$ cat config.mk
export PLATFORM = sky130hd
export DESIGN_NAME = tla_power
export DESIGN_NICKNAME = d
export VERILOG_FILES = /design/src/tla_pkg.sv /design/src/tla_power.sv
export SDC_FILE = /design/constraint.sdc
export NUM_CORES = 2
export LEC_CHECK = 0
export BUFFER_PORTS_ARGS = -buffer_cell sky130_fd_sc_hd__buf_2
export CORE_MARGIN = 2
export CORE_UTILIZATION = 55
export DETAILED_ROUTE_END_ITERATION = 8
export PLACE_DENSITY = 0.85
export SYNTH_ARGS = -nofsm -noshare
export SYNTH_HDL_FRONTEND = slang
export SYNTH_SLANG_ARGS = --single-unit
$ cat constraint.sdc
create_clock -name clk -period 10.06 [get_ports clk]
set_input_delay 3.018 -clock clk [delete_from_list [all_inputs] [get_ports clk]]
set_output_delay 3.018 -clock clk [all_outputs]
set_load 0.005 [all_outputs]
$ cat src/tla_pkg.sv
// Shared types and constants for the light selection block.
package tla_pkg;

    localparam int RESULT_CAP  = 16;
    localparam int IDX_FIELD_W = 6;

    typedef struct packed {
        logic [15:0] level;
        logic [15:0] atten_q;
        logic [15:0] atten_l;
        logic [15:0] atten_c;
        logic [31:0] pos_z;
        logic [31:0] pos_y;
        logic [31:0] pos_x;
    } light_t;

    typedef struct packed {
        logic                   valid;
        logic [IDX_FIELD_W-1:0] index;
        logic [31:0]            power;
    } cell_t;

endpackage

$ cat src/tla_power.sv
// Sequential power unit: distance squares, square root, denominator and division.
module tla_power
(
    input  logic            clk,
    input  logic            rst_n,
    input  logic            start,
    input  tla_pkg::light_t light,
    input  logic [31:0]     qx,
    input  logic [31:0]     qy,
    input  logic [31:0]     qz,
    output logic            done,
    output logic [31:0]     power
);

    typedef enum logic [5:0] {
        ST_IDLE = 6'b000001,
        ST_SQ   = 6'b000010,
        ST_ROOT = 6'b000100,
        ST_TERM = 6'b001000,
        ST_DIV  = 6'b010000,
        ST_DONE = 6'b100000
    } pw_state_t;

    pw_state_t   state_reg, state_next;
    logic [4:0]  cnt_reg, cnt_next;
    logic [31:0] mag_reg [0:2];
    logic [31:0] mag_next [0:2];
    logic [15:0] c_reg, l_reg, q_reg, lvl_reg;
    logic [63:0] prod_reg, prod_next;
    logic [63:0] d2_reg, d2_next;
    logic [63:0] rad_reg, rad_next;
    logic [32:0] rem_reg, rem_next;
    logic [31:0] root_reg, root_next;
    logic [63:0] den_reg, den_next;
    logic [31:0] num_reg, num_next;
    logic [31:0] quo_reg, quo_next;
    logic [63:0] drem_reg, drem_next;
    logic [31:0] power_reg, power_next;
    logic [31:0] mul_a, mul_b;
    logic [64:0] sum65;
    logic [34:0] rem_t, trial;
    logic [64:0] div_t;

    function automatic logic [31:0] abs_diff(input logic [31:0] a, input logic [31:0] b);
        logic signed [32:0] d;
        d = $signed({a[31], a}) - $signed({b[31], b});
        abs_diff = d[32] ? 32'(-d) : d[31:0];
    endfunction

    always_comb
    begin
        case (state_reg)
            ST_SQ:
            begin
                case (cnt_reg)
                    5'd0:    mul_a = mag_reg[0];
                    5'd1:    mul_a = mag_reg[1];
                    5'd2:    mul_a = mag_reg[2];
                    default: mul_a = 32'd0;
                endcase
                mul_b = mul_a;
            end
            ST_TERM:
            begin
                case (cnt_reg)
                    5'd0:
                    begin
                        mul_a = root_reg;
                        mul_b = {16'd0, l_reg};
                    end
                    5'd1:
                    begin
                        mul_a = d2_reg[63:32];
                        mul_b = {16'd0, q_reg};
                    end
                    5'd2:
                    begin
                        mul_a = d2_reg[31:0];
                        mul_b = {16'd0, q_reg};
                    end
                    default:
                    begin
                        mul_a = 32'd0;
                        mul_b = 32'd0;
                    end
                endcase
            end
            default:
            begin
                mul_a = 32'd0;
                mul_b = 32'd0;
            end
        endcase
    end

    assign sum65 = {1'b0, d2_reg} + {1'b0, prod_reg};
    assign rem_t = {rem_reg, rad_reg[63:62]};
    assign trial = {1'b0, root_reg, 2'b01};
    assign div_t = {drem_reg, num_reg[31]};

    always_comb
    begin
        state_next = state_reg;
        cnt_next   = cnt_reg;
        mag_next   = mag_reg;
        prod_next  = {32'd0, mul_a} * {32'd0, mul_b};
        d2_next    = d2_reg;
        rad_next   = rad_reg;
        rem_next   = rem_reg;
        root_next  = root_reg;
        den_next   = den_reg;
        num_next   = num_reg;
        quo_next   = quo_reg;
        drem_next  = drem_reg;
        power_next = power_reg;
        case (state_reg)
            ST_IDLE:
            begin
                if (start)
                begin
                    mag_next[0] = abs_diff(light.pos_x, qx);
                    mag_next[1] = abs_diff(light.pos_y, qy);
                    mag_next[2] = abs_diff(light.pos_z, qz);
                    d2_next     = 64'd0;
                    cnt_next    = 5'd0;
                    state_next  = ST_SQ;
                end
            end
            ST_SQ:
            begin
                if (cnt_reg != 5'd0)
                begin
                    d2_next = sum65[64] ? {64{1'b1}} : sum65[63:0];
                end
                cnt_next = cnt_reg + 5'd1;
                if (cnt_reg == 5'd3)
                begin
                    rad_next   = d2_next;
                    rem_next   = 33'd0;
                    root_next  = 32'd0;
                    cnt_next   = 5'd0;
                    state_next = ST_ROOT;
                end
            end
            ST_ROOT:
            begin
                if (rem_t >= trial)
                begin
                    rem_next  = 33'(rem_t - trial);
                    root_next = {root_reg[30:0], 1'b1};
                end
                else
                begin
                    rem_next  = rem_t[32:0];
                    root_next = {root_reg[30:0], 1'b0};
                end
                rad_next = {rad_reg[61:0], 2'b00};
                cnt_next = cnt_reg + 5'd1;
                if (cnt_reg == 5'd31)
                begin
                    den_next   = {40'd0, c_reg, 8'd0};
                    cnt_next   = 5'd0;
                    state_next = ST_TERM;
                end
            end
            ST_TERM:
            begin
                case (cnt_reg)
                    5'd1:    den_next = den_reg + (prod_reg >> 8);
                    5'd2:    den_next = den_reg + (prod_reg << 8);
                    5'd3:    den_next = den_reg + (prod_reg >> 24);
                    default: den_next = den_reg;
                endcase
                cnt_next = cnt_reg + 5'd1;
                if (cnt_reg == 5'd3)
                begin
                    num_next   = {lvl_reg, 16'd0};
                    drem_next  = 64'd0;
                    quo_next   = 32'd0;
                    cnt_next   = 5'd0;
                    state_next = ST_DIV;
                end
            end
            ST_DIV:
            begin
                if (div_t >= {1'b0, den_reg})
                begin
                    drem_next = 64'(div_t - {1'b0, den_reg});
                    quo_next  = {quo_reg[30:0], 1'b1};
                end
                else
                begin
                    drem_next = div_t[63:0];
                    quo_next  = {quo_reg[30:0], 1'b0};
                end
                num_next = {num_reg[30:0], 1'b0};
                cnt_next = cnt_reg + 5'd1;
                if (cnt_reg == 5'd31)
                begin
                    power_next = (den_reg == 64'd0) ? {32{1'b1}} : quo_next;
                    state_next = ST_DONE;
                end
            end
            ST_DONE:
            begin
                state_next = ST_IDLE;
            end
            default:
            begin
                state_next = ST_IDLE;
            end
        endcase
    end

    always_ff @(posedge clk or negedge rst_n)
    begin
        if (!rst_n)
        begin
            state_reg <= ST_IDLE;
            cnt_reg   <= 5'd0;
        end
        else
        begin
            state_reg <= state_next;
            cnt_reg   <= cnt_next;
        end
    end

    always_ff @(posedge clk)
    begin
        mag_reg   <= mag_next;
        prod_reg  <= prod_next;
        d2_reg    <= d2_next;
        rad_reg   <= rad_next;
        rem_reg   <= rem_next;
        root_reg  <= root_next;
        den_reg   <= den_next;
        num_reg   <= num_next;
        quo_reg   <= quo_next;
        drem_reg  <= drem_next;
        power_reg <= power_next;
        if (state_reg == ST_IDLE && start)
        begin
            c_reg   <= light.atten_c;
            l_reg   <= light.atten_l;
            q_reg   <= light.atten_q;
            lvl_reg <= light.level;
        end
    end

    assign done  = (state_reg == ST_DONE);
    assign power = power_reg;

endmodule

* After elaboration in Yosys (flattened, before gate mapping)
Index checks and enable logic that the tools add are counted.
** Storage, ports and cells
- Register bits :: 651
- Input bits :: 259
- Output and inout port bits :: 33
- Logic and storage cells :: 110
** Operators by class
- $add $sub $neg :: 13
- Multiply operators :: 1
- Magnitude comparators :: 2
- Equal/unequal tests :: 16
- Multiplexer cells :: 40
- Reductions and logical operators :: 19
** Operator list (count)
- $pmux 64 s2 :: 4
- $mux 64 :: 7
- $pmux 32 s2 :: 4
- $pmux 32 s3 :: 2
- $pmux 64 s3 :: 1
- $mux 32 :: 5
- $sub 32x32->33 :: 3
- $neg 32->32 :: 3
- $mux 33 :: 2
- $pmux 33 s2 :: 1
- $add 64x64->65 :: 1
- $ge 65x64->1 :: 1
- $add 64x40->64 :: 1
- $add 64x56->64 :: 1
- $add 64x64->64 :: 1
- $logic_not 64->1 :: 1
- $mul 32x32->64 :: 1
- $sub 64x64->64 :: 1
- $pmux 31 s2 :: 1
- $ge 35x34->1 :: 1
- $sub 33x33->33 :: 1
- $pmux 16 s2 :: 1
- $mux 6 :: 5
- $pmux 6 s5 :: 1
- 24 further kinds :: 41

* Logic depth before layout (Yosys ltp)
- Word-level depth :: 5
- Depth in mapped cells :: 41

* Least setup slack after synthesis
OpenSTA, ideal clock, no wires.
- Kind :: register -> register
- Start point :: register state_reg[3]
- End point :: register rad_reg[0] (enable)
- Library setup time :: 795 ps
- Data arrival time :: 10214 ps
- Path slack :: -949 ps
- Cell stages (with the launch flop) :: 5
- Path buffers :: 1
- Period minus slack after synthesis :: 11009 ps
- Cells stage by stage :: dfrtp_1 > nor4_1 > nand3b_1 > clkbuf_1 > o21ai_0
** On the way
- Word-level cells in the longest chain between the ends :: 3
- Elaborated cells on any way between the ends :: 5
- Classes of those cells :: eq/ne (3); reduce/logical (2)
** Ends and longest elaborated chain
- from (decl) :: line tla_power.sv:24 : pw_state_t state_reg, state_next;
- from (signal assigned) :: line tla_power.sv:224 : state_reg <= state_next;
- $eq 6x2->1 / $eq 6x3->1 (equally long branches) :: line tla_power.sv:116 : case (state_reg)
- $ne 2x2->1 (no line) / $reduce_bool 2->1 (equally long branches)
- $reduce_and 2->1 (no line) *
- to (signal assigned) :: line tla_power.sv:234 : rad_reg <= rad_next;
- to (decl) :: line tla_power.sv:31 : logic [63:0] rad_reg, rad_next;
Every way passes the cells marked *; elsewhere a longest branch is shown, timed or not.
A chain may end at the register's enable or synchronous reset.

* Worst setup path in the final report
- Start point :: register cnt_reg[2]
- End point :: register prod_reg[62]
** On the way
- Word-level cells in the longest chain between the ends :: 5
- Elaborated cells on any way between the ends :: 10
- Classes of those cells :: mul (1); eq/ne (2); mux (5); reduce/logical (2)
** Ends and longest elaborated chain
- from (decl) :: line tla_power.sv:25 : logic [4:0] cnt_reg, cnt_next;
- from (signal assigned) :: line tla_power.sv:225 : cnt_reg <= cnt_next;
- $eq 5x2->1 / $eq 5x1->1 (equally long branches) :: line tla_power.sv:55, tla_power.sv:65
- $reduce_or 2->1 (no line)
- $pmux 16 s2 :: line tla_power.sv:65 : case (cnt_reg)
- $pmux 32 s2 :: line tla_power.sv:52 : case (state_reg)
- $mul 32x32->64 * :: line tla_power.sv:106 : prod_next = {32'd0, mul_a} * {32'd0, mul_b};
- via prod_next[62] :: line tla_power.sv:29 : logic [63:0] prod_reg, prod_next;
- to (signal assigned) :: line tla_power.sv:232 : prod_reg <= prod_next;
- to (decl) :: line tla_power.sv:29
The timed path passes the listed nets; every way through them passes the cells marked *.

==> key figures <==
Status
  – Outcome: finished clean

Synthesis
  – Synth area leaders: fa_1 22%, edfxtp_1 21%, ha_1 10%, inv_1 6.2%, nand2_1 5.7%
  – Yosys cell types: 111
  – Seq/Total Area, Yosys: between 20% and 30%
  – Mapped Area: 80380 um2
  – Synth Instances: 9250
  – Synth area leader: fa_1
  – Syn_nets: approximately 11000
  – Number of synthesized flops with an enable pin: 560
  – Mean area per synthesized cell: ~8.7 um2
  – Top_reg_cell synth: edfxtp_1
  – Post-synth top area share: 22.49%
  – Asr flop ratio synth: 1.732%
  – Synth warn: 0
  – Seq cells post-synth: around 640

Placed design
  – Placed cells: approximately 11000
  – Detail Placement HPWL: between 200000 and 250000 um
  – Pre-CTS WS: 0.1562 ns
  – GPL Wtd Cong: between 1 and 1.5
  – Port-buffer cells: 291

Worst setup path
  – Worst Path Arrival: roughly 11 ns
  – Crit path kind: flip-flop to flip-flop
  – Most frequent CP cell: fa_1
  – FF-to-FF Start: cnt_reg[2]
  – Setup crit end kind: flip-flop
  – Worst R2R Setup Slack: between 0.15 and 0.2 ns
  – Critical-path top delay cell: a21oi_1
  – Nature of the critical path startpoint: flip-flop
  – Setup crit start: cnt_reg[2]
  – Largest stage delay, worst path: between 0.7 and 0.8 ns
  – CP required: approximately 11 ns
  – Reg-to-Reg End: prod_reg[62]
  – CP Max Fanout: 71
  – R2R depth: 35

Route
  – DR iter-0 viols: roughly 7200
  – DRT Wirelength: around 280000 um
  – Post-DR wirelength/cell: approximately 24 um
  – Final ANT Viol Nets: 0
  – DRC errors left: 0
  – Avg Vias per Cell: 6.044
  – Routed vias: 69280
  – TritonRoute pass-1 iters: 6

Floorplanning
  – Row cnt: 140
  – Die span in y: 386.3 um
  – Die ar.: between 100000 and 150000 um2
  – Top Ports: roughly 290
  – Core ar.: 145400 um2
  – Initial Util: 55.28%
  – Die width: between 300 and 400 um

Global route
  – Gr ovfl total: 0
  – Vias in the first global route: 69430
  – Total GRT Usage: between 30% and 40%
  – Largest net degree at the start of global routing: slightly above 80
  – First-pass GRT wire length: about 420000 um
  – Initial antenna violation count: 7

STA
  – Final period util: a little over nine tenths
  – Least-Margin Pin Slew: around 1.3 ns
  – RSZ-0062 raised after global routing: true
  – Setup TNS: 0 ns
  – Crit path time final: a little under 10 ns
  – Final worst setup slack: 0.1555 ns
  – Clock skew: roughly 0.060 ns
  – F_max: ~100 MHz
  – Hold Fails Final Rpt: 0
  – Slew margin rel.: 14.53%
  – Final setup viols: 0
  – Final Max Tran Viols: 0

Worst hold path
  – Hold path cells: 2
  – Min-delay src: rad_reg[34]
  – Worst Hold End: rad_reg[36]
  – Hold Path Class: flip-flop to flip-flop

Run
  – Max Cap Violations: 0

Clock tree
  – Clock Latency Late Sink: between 0.7 and 0.8 ns
  – Num Clock Sinks: between 600 and 700
  – H-tree depth: 3
  – Bufs on Longest Clock Path: 3
  – CTS Buf Count: 76
  – Root buffer cell: clkbuf_16
  – Clock transition at path regs: 0.07 ns
  – CTS tree: yes
  – Hold buffer count at CTS: 0

Power
  – Overall power: roughly 17 mW
  – LEAKAGE: ~42 nW
  – Pwr/cell area: between 150 and 200 nW/um2
  – VDD IR max: 0.1511 mV

Layout
  – Final Net Count: 11280
  – Most frequent cells in the layout: 1334 x inv_1, 1224 x nand2_1, 965 x nor2_1, 903 x fa_1, 640 x ha_1
  – Reg area: about 18000 um2
  – Non-Filler Instances: 11460
  – Max reg flops: 96
  – FILL cells: 12490
  – Share of cells above drive strength 1: a little under a tenth
  – Util after Layout: roughly three fifths
  – Area Growth Syn to Fin: 9.306%
  – Multi-input logic area: 55670 um2
  – Commonest non-fill, non-tap cell in the layout: inv_1
[metal layers]
| layer | vias up | track usage (%) | part of all wire, % |
|---|---|---|---|
| li1 | 31090 | - | - |
| met1 | 33500 | 46.37 | 38 |
| met2 | 3873 | 58.50 | 45 |
| met3 | 813 | 8.262 | 10 |
| met4 | 8 | 22.96 | 7.3 |
| met5 | - | 0 | 0.024 |
[final cells by class]
cell class / instances / share of cell area, %
antenna: 7 / 0.01994
timing repair buffer: 560 / 4.167
clock buffer: 97 / 2.385
multi-input combinational: 6861 / 63.36
sequential: 635 / 20.91
tap: 1917 / 2.730
inverter: 1342 / 5.739
clock inverter: 43 / 0.6836
[cell usage after synthesis, drive strengths merged, types with 19 or more instances]
master and instances:
o31ai 46, xor2 182, a21oi 565, o21ai 351, o21bai 75, a21o 256, nor2 982, inv 1336
nand2 1229, or2 98, a31o 19, a31oi 64, nand4 80, dfxtp 64, or3 25, o211ai 35
clkbuf 380, and3 41, nand3 88, edfxtp 560, nand2b 46, nor2b 62, a211oi 70, o22ai 77
buf 32, a22oi 66, o21a 56, fa 903, nor3 87, nor4 40, and2 95, mux2i 37
ha 640, xnor2 291
[worst max-delay path, delay by kind of cell (launching register included)]
kind | cells | cell delay, ns
compound gates | 9 | 2.47
simple gates | 7 | 1.52
flops | 1 | 0.42
buf+inv | 9 | 1.19
xor+xnor | 1 | 0.16
fa+ha+maj | 9 | 4.00
[where the power goes]
group	leakage (nW)	internal, mW	switching (mW)
combinational	35.1	3.54	6.07
sequential	5.94	3.46	0.540
clock	1.30	1.74	1.24
[per-stage QoR]
step | hold WS (ns) | cell area [um2]
finish | 0.5181 | 87860
global route | 0.5242 | 87840
CTS | 0.5143 | 87680
detailed placement | 0.4987 | 84990
global placement | 0.4873 | 84990
floorplan | 0.4818 | 80380
[how the worst max path moves through the flow]
stage                              end  slack (ns)
after CTS                 prod_reg[60]        0.12
after floorplan            drem_reg[0]        0.06
final                     prod_reg[62]        0.16
after global routing      prod_reg[62]       -0.09
after global placement    prod_reg[60]        0.22
after detailed placement  prod_reg[60]        0.16
[kinds of logic after synthesis]
group | share of synthesized area [%]
AOI/OAI and AO/OA | 14.70
and+or+nand+nor | 16.09
DFF | 22.86
xor gates and xnor gates | 5.154
buffers and inverters | 8.232
muxes | 0.5168
adders and majority gates | 32.45
[timing repair]
action,in CTS,in global routing
endpoints found under the setup margin,0,19
resized for setup,0,43
setup buffers,0,2
(Power assumes the default switching activity.)
