[config.mk]
export PLATFORM = sky130hd
export DESIGN_NAME = tla_cell
export DESIGN_NICKNAME = d
export VERILOG_FILES = /design/src/tla_pkg.sv /design/src/tla_cell.sv
export SDC_FILE = /design/constraint.sdc
export NUM_CORES = 1
export LEC_CHECK = 0
export BUFFER_PORTS_ARGS = -buffer_cell sky130_fd_sc_hd__buf_2
export CORE_MARGIN = 3
export CORE_UTILIZATION = 40
export CTS_CLUSTER_DIAMETER = 50
export DETAILED_ROUTE_END_ITERATION = 10
export HOLD_SLACK_MARGIN = 0.08
export PLACE_DENSITY = 0.76
export SYNTH_ARGS = -nofsm -noshare
export SYNTH_HDL_FRONTEND = slang
export SYNTH_SLANG_ARGS = --single-unit
[constraint.sdc]
create_clock -name clk -period 4.4 [get_ports clk]
set_input_delay 0.22 -clock clk [delete_from_list [all_inputs] [get_ports clk]]
set_output_delay 0.22 -clock clk [all_outputs]
set_load 0.03 [all_outputs]
[src/tla_pkg.sv]
// Shared types and constants for the light selection block.
package tla_pkg;

    localparam int RESULT_CAP  = 16;
    localparam int IDX_FIELD_W = 6;

    typedef struct packed {
        logic [15:0] level;
        logic [15:0] atten_q;
        logic [15:0] atten_l;
        logic [15:0] atten_c;
        logic [31:0] pos_z;
        logic [31:0] pos_y;
        logic [31:0] pos_x;
    } light_t;

    typedef struct packed {
        logic                   valid;
        logic [IDX_FIELD_W-1:0] index;
        logic [31:0]            power;
    } cell_t;

endpackage

[src/tla_cell.sv]
// One cell of the insertion chain, kept sorted by power or in arrival order.
module tla_cell
(
    input  logic           clk,
    input  logic           rst_n,
    input  logic           clear,
    input  logic           ins_en,
    input  logic           order_mode,
    input  tla_pkg::cell_t ins,
    input  logic           left_beats,
    input  tla_pkg::cell_t left,
    input  logic           shift_en,
    input  tla_pkg::cell_t right,
    output logic           beats,
    output tla_pkg::cell_t cur
);

    logic                            valid_reg;
    logic [tla_pkg::IDX_FIELD_W-1:0] index_reg;
    logic [31:0]                     power_reg;
    tla_pkg::cell_t                  cur_next;

    assign cur   = {valid_reg, index_reg, power_reg};
    assign beats = !valid_reg || (!order_mode && (ins.power > power_reg));

    always_comb
    begin
        cur_next = cur;
        if (clear)
        begin
            cur_next.valid = 1'b0;
        end
        else if (ins_en)
        begin
            if (beats)
            begin
                cur_next = left_beats ? left : ins;
            end
        end
        else if (shift_en)
        begin
            cur_next = right;
        end
    end

    always_ff @(posedge clk or negedge rst_n)
    begin
        if (!rst_n)
        begin
            valid_reg <= 1'b0;
        end
        else
        begin
            valid_reg <= cur_next.valid;
        end
    end

    always_ff @(posedge clk)
    begin
        index_reg <= cur_next.index;
        power_reg <= cur_next.power;
    end

endmodule

# After elaboration in Yosys (flattened, before gate mapping)
# Cells that the tools add are included.
# W data, S select, Z words.
[totals] reg_bits=39 in_bits=124 output_inout_bits=40 word_cells=20
[classes] n_lt_le_gt_ge=1 n_eq_ne=2 mux=5 bitwise_logic=1 reduce_logical=8
[op_table] cell="$mux W39" n=4
[op_table] cell="$gt A32 B32 Y1" n=1
[op_table] cell="$ne A3 B2 Y1 const B" n=1
[op_table] cell="$reduce_and A3 Y1" n=1
[op_table] cell="$reduce_bool A3 Y1" n=1
[op_table] cell="$logic_not A1 Y1" n=2
[op_table] cell="$ne A2 B1 Y1 const B" n=1
[op_table] cell="$reduce_and A2 Y1" n=1
[op_table] cell="$reduce_bool A2 Y1" n=1
[op_table] cell="$logic_and A1 B1 Y1" n=1
[op_table] cell="$logic_or A1 B1 Y1" n=1
[op_table] cell="$mux W1" n=1
[op_table] cell="$not A1 Y1" n=1

# Logic depth before layout (Yosys ltp)
# Gate-level depths: netlist of run 1.
[logic_depth] depth_word=6 mapped_depth=9 mapped_depth_nobuf=9

# Worst setup path before layout of run 1
# No wires, ideal clock.
[synth_path] kind="register -> register" startpoint="register power_reg[1]" endpoint="register index_reg[0] in the netlist's numbering (enable)" setup_ns=0.491 arrival_ns=4.588 required_ns=3.909 slack_ns=-0.679 path_stages_with_launch=9 path_buffers=0 synth_period_minus_slack_ns=5.079 cell_sequence="edfxtp_1 > inv_1 > ha_1 > nor2b_1 > o211ai_1 > a2111o_1 > a32oi_1 > a21oi_2 > a211oi_1"
[synth_via] elab_chain_cells=5
[synth_rtl] element="from (decl)" line_no="tla_cell.sv:20" source="logic [31:0] power_reg;"
[synth_rtl] element="from (signal assigned)" line_no="tla_cell.sv:61" source="power_reg <= cur_next.power;"
[synth_rtl] element="$gt A32 B32 Y1" line_no="tla_cell.sv:24" source="assign beats = !valid_reg || (!order_mode && (ins.power > power_reg));"
[synth_rtl] element="$logic_and A1 B1 Y1" line_no="tla_cell.sv:24"
[synth_rtl] element="$logic_or A1 B1 Y1" line_no="tla_cell.sv:24"
[synth_rtl] element="$ne A2 B1 Y1 (no source line)"
[synth_rtl] element="$reduce_and A3 Y1 (no source line)"
[synth_rtl] element="to (signal assigned)" line_no="tla_cell.sv:60" source="index_reg <= cur_next.index;"
[synth_rtl] element="to (decl)" line_no="tla_cell.sv:19" source="logic [tla_pkg::IDX_FIELD_W-1:0] index_reg;"
# Every way passes these cells.
# A chain may end at the register's enable or synchronous reset.

# Final worst setup path of run 1
[layout_path] startpoint="register power_reg[30]" endpoint="register power_reg[23] (enable)"
[layout_via] elab_chain_cells=5
[layout_rtl] element="$gt A32 B32 Y1" line_no="tla_cell.sv:24"
[layout_rtl] element="$logic_and A1 B1 Y1" line_no="tla_cell.sv:24"
[layout_rtl] element="$logic_or A1 B1 Y1" line_no="tla_cell.sv:24"
[layout_rtl] element="$ne A2 B1 Y1 (no source line)"
[layout_rtl] element="$reduce_and A3 Y1 (no source line)"
# Every way passes these cells.

==> results of run 1 <==
[metrics by stage]
step,utilization [%],std cells,worst slack (ps)
global route,55.9,546,1070
detailed placement,54.6,537,1310
finish,55.9,546,1330
floorplan,-,291,632
CTS,55.9,546,1280
global placement,54.6,537,1370
[per-layer routing]
| layer | part of all wire, % | vias up |
|---|---|---|
| met5 | 0 | - |
| met4 | 0.31 | 0 |
| met3 | 7.5 | 2 |
| met2 | 53 | 97 |
| met1 | 40 | 1188 |
| li1 | - | 1366 |
[layout make-up]
| type | instances | area, µm² | area share (%) |
|---|---|---|---|
| clock buffer | 7 | 76.3 | 1.98 |
| clock inverter | 1 | 5.00 | 0.130 |
| inverter | 34 | 128 | 3.31 |
| multi-input combinational | 203 | 1510 | 39.2 |
| sequential | 39 | 1170 | 30.2 |
| tap | 96 | 120 | 3.11 |
| timing repair buffer | 166 | 853 | 22.1 |
[final timing paths]
path | start | endpoint | slack [ps]
min reg2reg | valid_reg | valid_reg | 910
max reg2reg | power_reg[30] | power_reg[23] | 1330
max | power_reg[30] | power_reg[23] | 1330
max in group asynchronous | rst_n | valid_reg | 4040
min in group asynchronous | rst_n | valid_reg | 280
min | clear | valid_reg | 150
[cell families after synthesis]
group	after synthesis	share of synthesized area [%]
and+or+nand+nor	66	11.3
buffers and inverters	49	7.63
AOI/OAI and AO/OA	66	13.3
adders and majority gates	32	13.9
muxes	39	13.5
DFF	39	40.4
[synth_stat cells, types with 2 or more instances]
library cell	instances	area [µm²]
a21oi_1	49	245
o21ai_0	3	15.0
nand2_1	8	30.0
nor2b_1	2	12.5
a21oi_2	2	17.5
a211oi_1	2	15.0
edfxtp_1	38	1140
inv_1	33	124
clkbuf_1	7	26.3
nand3_1	2	10.0
buf_2	4	20.0
nand4_1	3	18.8
mux2i_1	39	390
nor2_1	41	154
clkbuf_8	2	27.5
ha_1	32	400
nand4_2	2	25.0
[report_power, final]
| part | switching [mW] | internal, mW | total (mW) |
|---|---|---|---|
| logic | 0.189 | 0.131 | 0.320 |
| clock network | 0.119 | 0.111 | 0.230 |
| registers | 0.0118 | 0.445 | 0.457 |
[what timing repair did]
action | CTS | global route
hold buffers | 1 | 0
setup buffers | 0 | 0
endpoints found under the hold margin | 1 | 0
[critical path: stages (launching register included)]
cell and delay, ps:
edfxtp_1 350, inv_1 50, ha_1 300, nand4_1 150, nor3_2 350, nand4bb_1 140
a32oi_1 200, a21oi_2 80, a211oi_4 880, buf_12 260
==> results_dict.tcl, run 1 <==
set metrics [dict create \
    fin_nets 605 \
    crit_required_ps 4390 \
    layout_commonest_cell "buf_2" \
    drive_gt1_share_pct 40.4 \
    grt_antenna_before_repair 0 \
    fin_crit_sh_pct 69.7 \
    fin_setup_tns_ps 0 \
    cap_violations 0 \
    synth_cell_types 39 \
    syn2layout_area_growth_pct 33.8 \
    vias 2653 \
    ios 164 \
    mostFrequentLayoutCells "buf_2 (163), a21oi_1 (49), nor2_1 (41)" \
    antenna_cells 0 \
    final-setup-viol-count 0 \
    hold_violations 0 \
    ir_worst_vdd_v 0.000111 \
    core_area_um2 6910 \
    synthFlopType "edfxtp_1" \
    clock-skew-final_ps 6.35 \
    dieArea_um2 8270 \
    clkTransAtPathRegs_ps 80 \
    worstSetupEndpointType "flip-flop" \
    place_area_um2 3770 \
    wirelength_um 7400 \
    fmax_mhz 326 \
    busiest_layer "met2" \
    p_leak_nw 1.97 \
    synth_edf_count 38 \
    met2_usage_pct 33.4 \
    reg2regPathDepth 9 \
    synth_seq_cells 39 \
    place_hpwl_um 6120 \
    rsz0062_at_grt "false" \
    totalPowerFinal_mw 1.01 \
    ys_seq_area_share_pct 40.4 \
    ant_nets 0 \
    rows 30 \
    gr-total-overflow 0 \
    viasPerCell 4.86 \
    hold_slack_ps 155 \
    initial_core_util_pct 41.8 \
    hold_class "in -> reg" \
    wl_per_cell_um 13.6 \
    max_slew_margin_pct 22.2 \
    largest_reg_flops 32 \
    finalInstanceArea_um2 3860 \
    grt_max_degree 80 \
    status "completed" \
    htree_levels 2 \
    grt_pass1_wl_um 12200 \
    fillers 677 \
    grtUsageTotal_pct 18.0 \
    globalplace.congestion 0.741 \
    max_slew.worst_pin.slew_ps 1170 \
    synthesis.area_um2 2890 \
    synth.avg_cell_area_um2 9.92 \
    die_height_um 91.0 \
    cts_resized 0 \
    drtIter0Drc 69 \
    cts_sinks 39 \
    maxSlewViolCount 0 \
    post-route-min-period_ps 3070 \
    crit_fanout 21 \
    path_class "reg -> reg" \
    route.detailed.drc 0 \
    arrival_ps 3060 \
    startpoint_type "flip-flop" \
    power_density_nw_per_um2 261 \
    async_flop_share_pct 2.56 \
    cts_buffer_depth 2 \
    dieWidth_um 91.0 \
    grt_pass1_vias 2655 \
    clock_latency_ps 280 \
    numCtsBuffers 5 \
    drt_first_pass_iters 4 \
    syn-num-nets 447 \
    use_met1_pct 20.8 \
    cts_root_buf "clkbuf_8" \
    hold_depth 2 \
    cts_tree "done" \
    io_buffers 163 \
    use_met3_pct 4.81 \
    synthCells 291 \
    yosys_warnings 0 \
]
Power figures use the tool's default switching activity.
==> run 2: changes to the inputs <==
- clock period: 4.4 -> 2.5 ns (I/O delays scaled with it)
==> results_dict.tcl, run 2 (synthesized netlist as in run 1, its figures left out) <==
set metrics [dict create \
    status "completed" \
    cts_buffer_depth 2 \
    startpoint_type "flip-flop" \
    reg2regPathDepth 10 \
    cap_violations 0 \
    grt_pass1_vias 2691 \
    totalPowerFinal_mw 1.88 \
    layout_commonest_cell "buf_2" \
    post-route-min-period_ps 2480 \
    grt_max_degree 60 \
    arrival_ps 2500 \
    hold_violations 0 \
    fin_setup_tns_ps 0 \
    route.detailed.drc 0 \
    wl_per_cell_um 14.0 \
    io_buffers 163 \
    grt_antenna_before_repair 0 \
    drtIter0Drc 72 \
    rr_startpoint "power_reg[1]" \
    rows 30 \
    hold_class "in -> async" \
    ir_worst_vdd_v 0.000279 \
    cts_root_buf "clkbuf_8" \
    final-setup-viol-count 0 \
    vias 2728 \
    core_area_um2 6910 \
    worstPathBufferInverterCount 3 \
    antenna_cells 0 \
    clkTransAtPathRegs_ps 80 \
    worstSetupEndpointType "flip-flop" \
    initial_core_util_pct 41.8 \
    clock_latency_ps 290 \
    fin_nets 619 \
    ant_nets 0 \
    dieArea_um2 8270 \
    p_leak_nw 2.08 \
    cts_tree "done" \
    viasPerCell 4.87 \
    dieWidth_um 91.0 \
    max_slew_margin_pct 65.8 \
    power_density_nw_per_um2 447 \
    numCtsBuffers 5 \
    path_class "reg -> reg" \
    grt_pass1_wl_um 12300 \
    drive_gt1_share_pct 44.8 \
    gr-total-overflow 0 \
    wirelength_um 7860 \
    cp_slowest_cell "a2111o_1" \
    maxSlewViolCount 0 \
    ios 164 \
    crit_required_ps 2520 \
    rsz0062_at_grt "true" \
    cts_sinks 39 \
    ff2ff_setup_slack_ps 20 \
    grtUsageTotal_pct 18.3 \
    worstPathCellList "inv_2 > ha_4 > nor2b_4 > o211ai_1 > a2111o_1 > a32oi_2 > a21oi_2 > a211oi_4 > buf_6 > clkbuf_16" \
    fin_crit_sh_pct 99.1 \
    max_slew.worst_pin.slew_ps 514 \
    cp_top_family "compound AO/OA/AOI/OAI gates" \
    die_height_um 91.0 \
    place_hpwl_um 6290 \
    syn2layout_area_growth_pct 45.7 \
    critical-path-max-stage-delay_ps 380 \
    fmax_mhz 404 \
    htree_levels 2 \
    r2r-end "power_reg[13]" \
    mostFrequentLayoutCells "buf_2 (162), a21oi_1 (49), nor2_1 (41)" \
    crit_fanout 8 \
    drt_first_pass_iters 4 \
    clock-skew-final_ps 6.41 \
    globalplace.congestion 0.802 \
    largest_reg_flops 32 \
]
-- run 2: per-stage QoR --
step	setup slack, ps	instance area [µm²]	utilization, %	hold slack [ps]	std cells
CTS	36.4	3910	56.6	139	550
floorplan	-691	2900	-	-171	291
detailed placement	47.5	3800	55.1	-97.9	540
finish	23.6	4210	60.9	146	560
global route	-84.0	4210	60.9	137	560
global placement	162	3800	55.1	-99.9	540
-- run 2: per-layer routing --
layer / track usage [%] / part of all wire (%) / vias up
met3: 4.39 / 7.1 / 16
met1: 21.1 / 41 / 1211
met2: 32.7 / 50 / 108
met5: 0 / 0 / -
met4: 6.78 / 2.1 / 0
li1: - / - / 1393
-- run 2: area by class of cell --
| type | count | area (µm²) |
|---|---|---|
| clock buffer | 7 | 76.3 |
| inverter | 34 | 128 |
| tap | 96 | 120 |
| sequential | 39 | 1170 |
| fill | 594 | 2700 |
| clock inverter | 1 | 5.00 |
| multi-input combinational | 203 | 1680 |
| timing repair buffer | 180 | 1040 |
-- run 2: worst register-to-register path: stages (launching register included) --
cell       delay (ps)
edfxtp_1          360
inv_2              50
ha_4              260
nor2b_4           120
o211ai_1           90
a2111o_1          380
a32oi_2           240
a21oi_2            90
a211oi_4          270
buf_6             180
clkbuf_16         160
-- run 2: where the power goes --
group | internal (mW) | switching [mW] | leakage (nW) | total, mW
logic | 0.292 | 0.362 | 1.67 | 0.654
clock network | 0.196 | 0.225 | 0.0422 | 0.421
registers | 0.783 | 0.0212 | 0.369 | 0.804
total | 1.27 | 0.609 | 2.08 | 1.88
-- run 2: how the worst max path moves through the flow --
stage,end,depth (start not counted),slack [ps],startpoint
after floorplan,index_reg[0],8,-690,power_reg[1]
after global placement,power_reg[23],8,160,power_reg[13]
after detailed placement,power_reg[27],9,50,power_reg[23]
after CTS,power_reg[24],9,40,power_reg[31]
after global routing,power_reg[14],10,-80,power_reg[1]
final,power_reg[13],10,20,power_reg[1]
-- run 2: timing repair --
| action | 4_1_cts | 5_1_grt |
|---|---|---|
| resized for setup | 0 | 21 |
| hold buffers | 2 | 0 |
| buffers inserted | 0 | 6 |
| setup endpoints to repair | 0 | 39 |
| endpoints found under the hold margin | 2 | 0 |
==> run 3: changes to the inputs <==
- MAX_ROUTING_LAYER: unset -> met4
==> results_dict.tcl, run 3 (synthesized netlist as in run 1, its figures left out) <==
set metrics [dict create \
    cts_sinks 39 \
    grtUsageTotal_pct 18.9 \
    drt_first_pass_iters 4 \
    startpoint_type "flip-flop" \
    rr_startpoint "power_reg[1]" \
    rsz0062_at_grt "true" \
    grt_pass1_vias 2688 \
    syn2layout_area_growth_pct 45.7 \
    grt_antenna_before_repair 0 \
    cp_slowest_cell "a2111o_1" \
    dp.cells 540 \
    fillers 594 \
    layout_commonest_cell "buf_2" \
    drtIter0Drc 79 \
    cts_buffer_depth 2 \
    clock_latency_ps 290 \
    cts_tree "done" \
    grt_max_degree 60 \
    numCtsBuffers 5 \
    globalplace.congestion 0.814 \
    hold_class "in -> reg" \
    worstPathCellList "inv_2 > ha_4 > nor2b_4 > o211ai_1 > a2111o_1 > a32oi_2 > a21oi_2 > a211oi_4 > buf_6 > clkbuf_16" \
    fmax_mhz 405 \
    place_hpwl_um 6290 \
    dieWidth_um 91.0 \
    r2r-end "power_reg[7]" \
    clock-skew-final_ps 6.98 \
    post-route-min-period_ps 2470 \
    initial_core_util_pct 41.8 \
    mostFrequentLayoutCells "buf_2 (162), a21oi_1 (49), nor2_1 (41)" \
    crit_fanout 8 \
    worstSetupEndpointType "flip-flop" \
    core_area_um2 6910 \
    ff2ff_setup_slack_ps 30 \
    final-setup-viol-count 0 \
    ios 164 \
    totalPowerFinal_mw 1.88 \
    max_slew_margin_pct 65.8 \
    fin_nets 619 \
    htree_levels 2 \
    rows 30 \
    wl_per_cell_um 14.0 \
    arrival_ps 2490 \
    drive_gt1_share_pct 44.8 \
    ir_worst_vdd_v 0.000279 \
    route.detailed.drc 0 \
    viasPerCell 4.88 \
    min_from "right[37]" \
    die_height_um 91.0 \
    power_density_nw_per_um2 447 \
    dieArea_um2 8270 \
    gr-total-overflow 0 \
    path_class "reg -> reg" \
    clkTransAtPathRegs_ps 80 \
    hold_depth 3 \
    wirelength_um 7830 \
    max_slew.worst_pin.slew_ps 513 \
    status "completed" \
    grt_pass1_wl_um 12300 \
    p_leak_nw 2.08 \
    fin_crit_sh_pct 98.8 \
    crit_required_ps 2520 \
    io_buffers 163 \
    min_to "index_reg[5]" \
    antenna_cells 0 \
    cts_root_buf "clkbuf_8" \
    largest_reg_flops 32 \
    ant_nets 0 \
    critical-path-max-stage-delay_ps 380 \
    hold_slack_ps 146 \
    vias 2733 \
    finalNonFillerCells 560 \
    reg2regPathDepth 10 \
    cap_violations 0 \
    hold_violations 0 \
    maxSlewViolCount 0 \
]
run 3: layer usage:
metal,part of all wire [%],track usage [%],vias to the layer above,wire [µm]
met2,50,32.7,105,3910
li1,-,-,1392,-
met3,6.4,3.81,20,504
met5,0,-,-,0
met1,41,21.6,1216,3240
met4,2.3,6.78,0,178
run 3: critical path, delay by kind of cell (launching register included):
kind	cells	cell delay [ps]
adder cells (fa/ha/maj)	1	260
flip-flops	1	360
AND/OR/NAND/NOR	1	120
AO/OA/AOI/OAI	5	1060
buffers and inverters	3	390
run 3: per-stage QoR:
stage / setup slack, ps / instance area, µm² / setup TNS [ps] / util, %
floorplan: -691 / 2900 / -26270 / -
global placement: 162 / 3800 / 0 / 55.1
detailed placement: 47.5 / 3800 / 0 / 55.1
CTS: 36.4 / 3910 / 0 / 56.6
global route: -83.5 / 4210 / -2380 / 60.9
finish: 29.9 / 4210 / 0 / 60.9
run 3: timing repair:
action	CTS	global route
hold buffers	2	0
hold endpoints to repair	2	0
setup buffers	0	6
endpoints found under the setup margin	0	39
resized for setup	0	21
run 3: layout make-up:
| type | instances | area (µm²) | area share [%] |
|---|---|---|---|
| Multi-Input combinational cell | 203 | 1680 | 39.8 |
| Sequential cell | 39 | 1170 | 27.7 |
| Timing Repair Buffer | 180 | 1040 | 24.6 |
| Inverter | 34 | 128 | 3.03 |
| Tap cell | 96 | 120 | 2.86 |
| Clock buffer | 7 | 76.3 | 1.81 |
| Clock inverter | 1 | 5.00 | 0.119 |
run 3: power breakdown:
| group | leakage (nW) | internal [mW] | switching (mW) | total, mW |
|---|---|---|---|---|
| registers | 0.369 | 0.783 | 0.0213 | 0.804 |
| logic | 1.67 | 0.292 | 0.362 | 0.654 |
| clock network | 0.0422 | 0.196 | 0.224 | 0.420 |
| total | 2.08 | 1.27 | 0.607 | 1.88 |
run 3: worst max path at each step:
stage / start / to / slack [ps] / cells past startpoint
floorplan: power_reg[1] / index_reg[0] / -690 / 8
global placement: power_reg[13] / power_reg[23] / 160 / 8
detailed placement: power_reg[23] / power_reg[27] / 50 / 9
CTS: power_reg[31] / power_reg[24] / 40 / 9
global route: power_reg[1] / power_reg[14] / -80 / 10
finish: power_reg[1] / power_reg[7] / 30 / 10
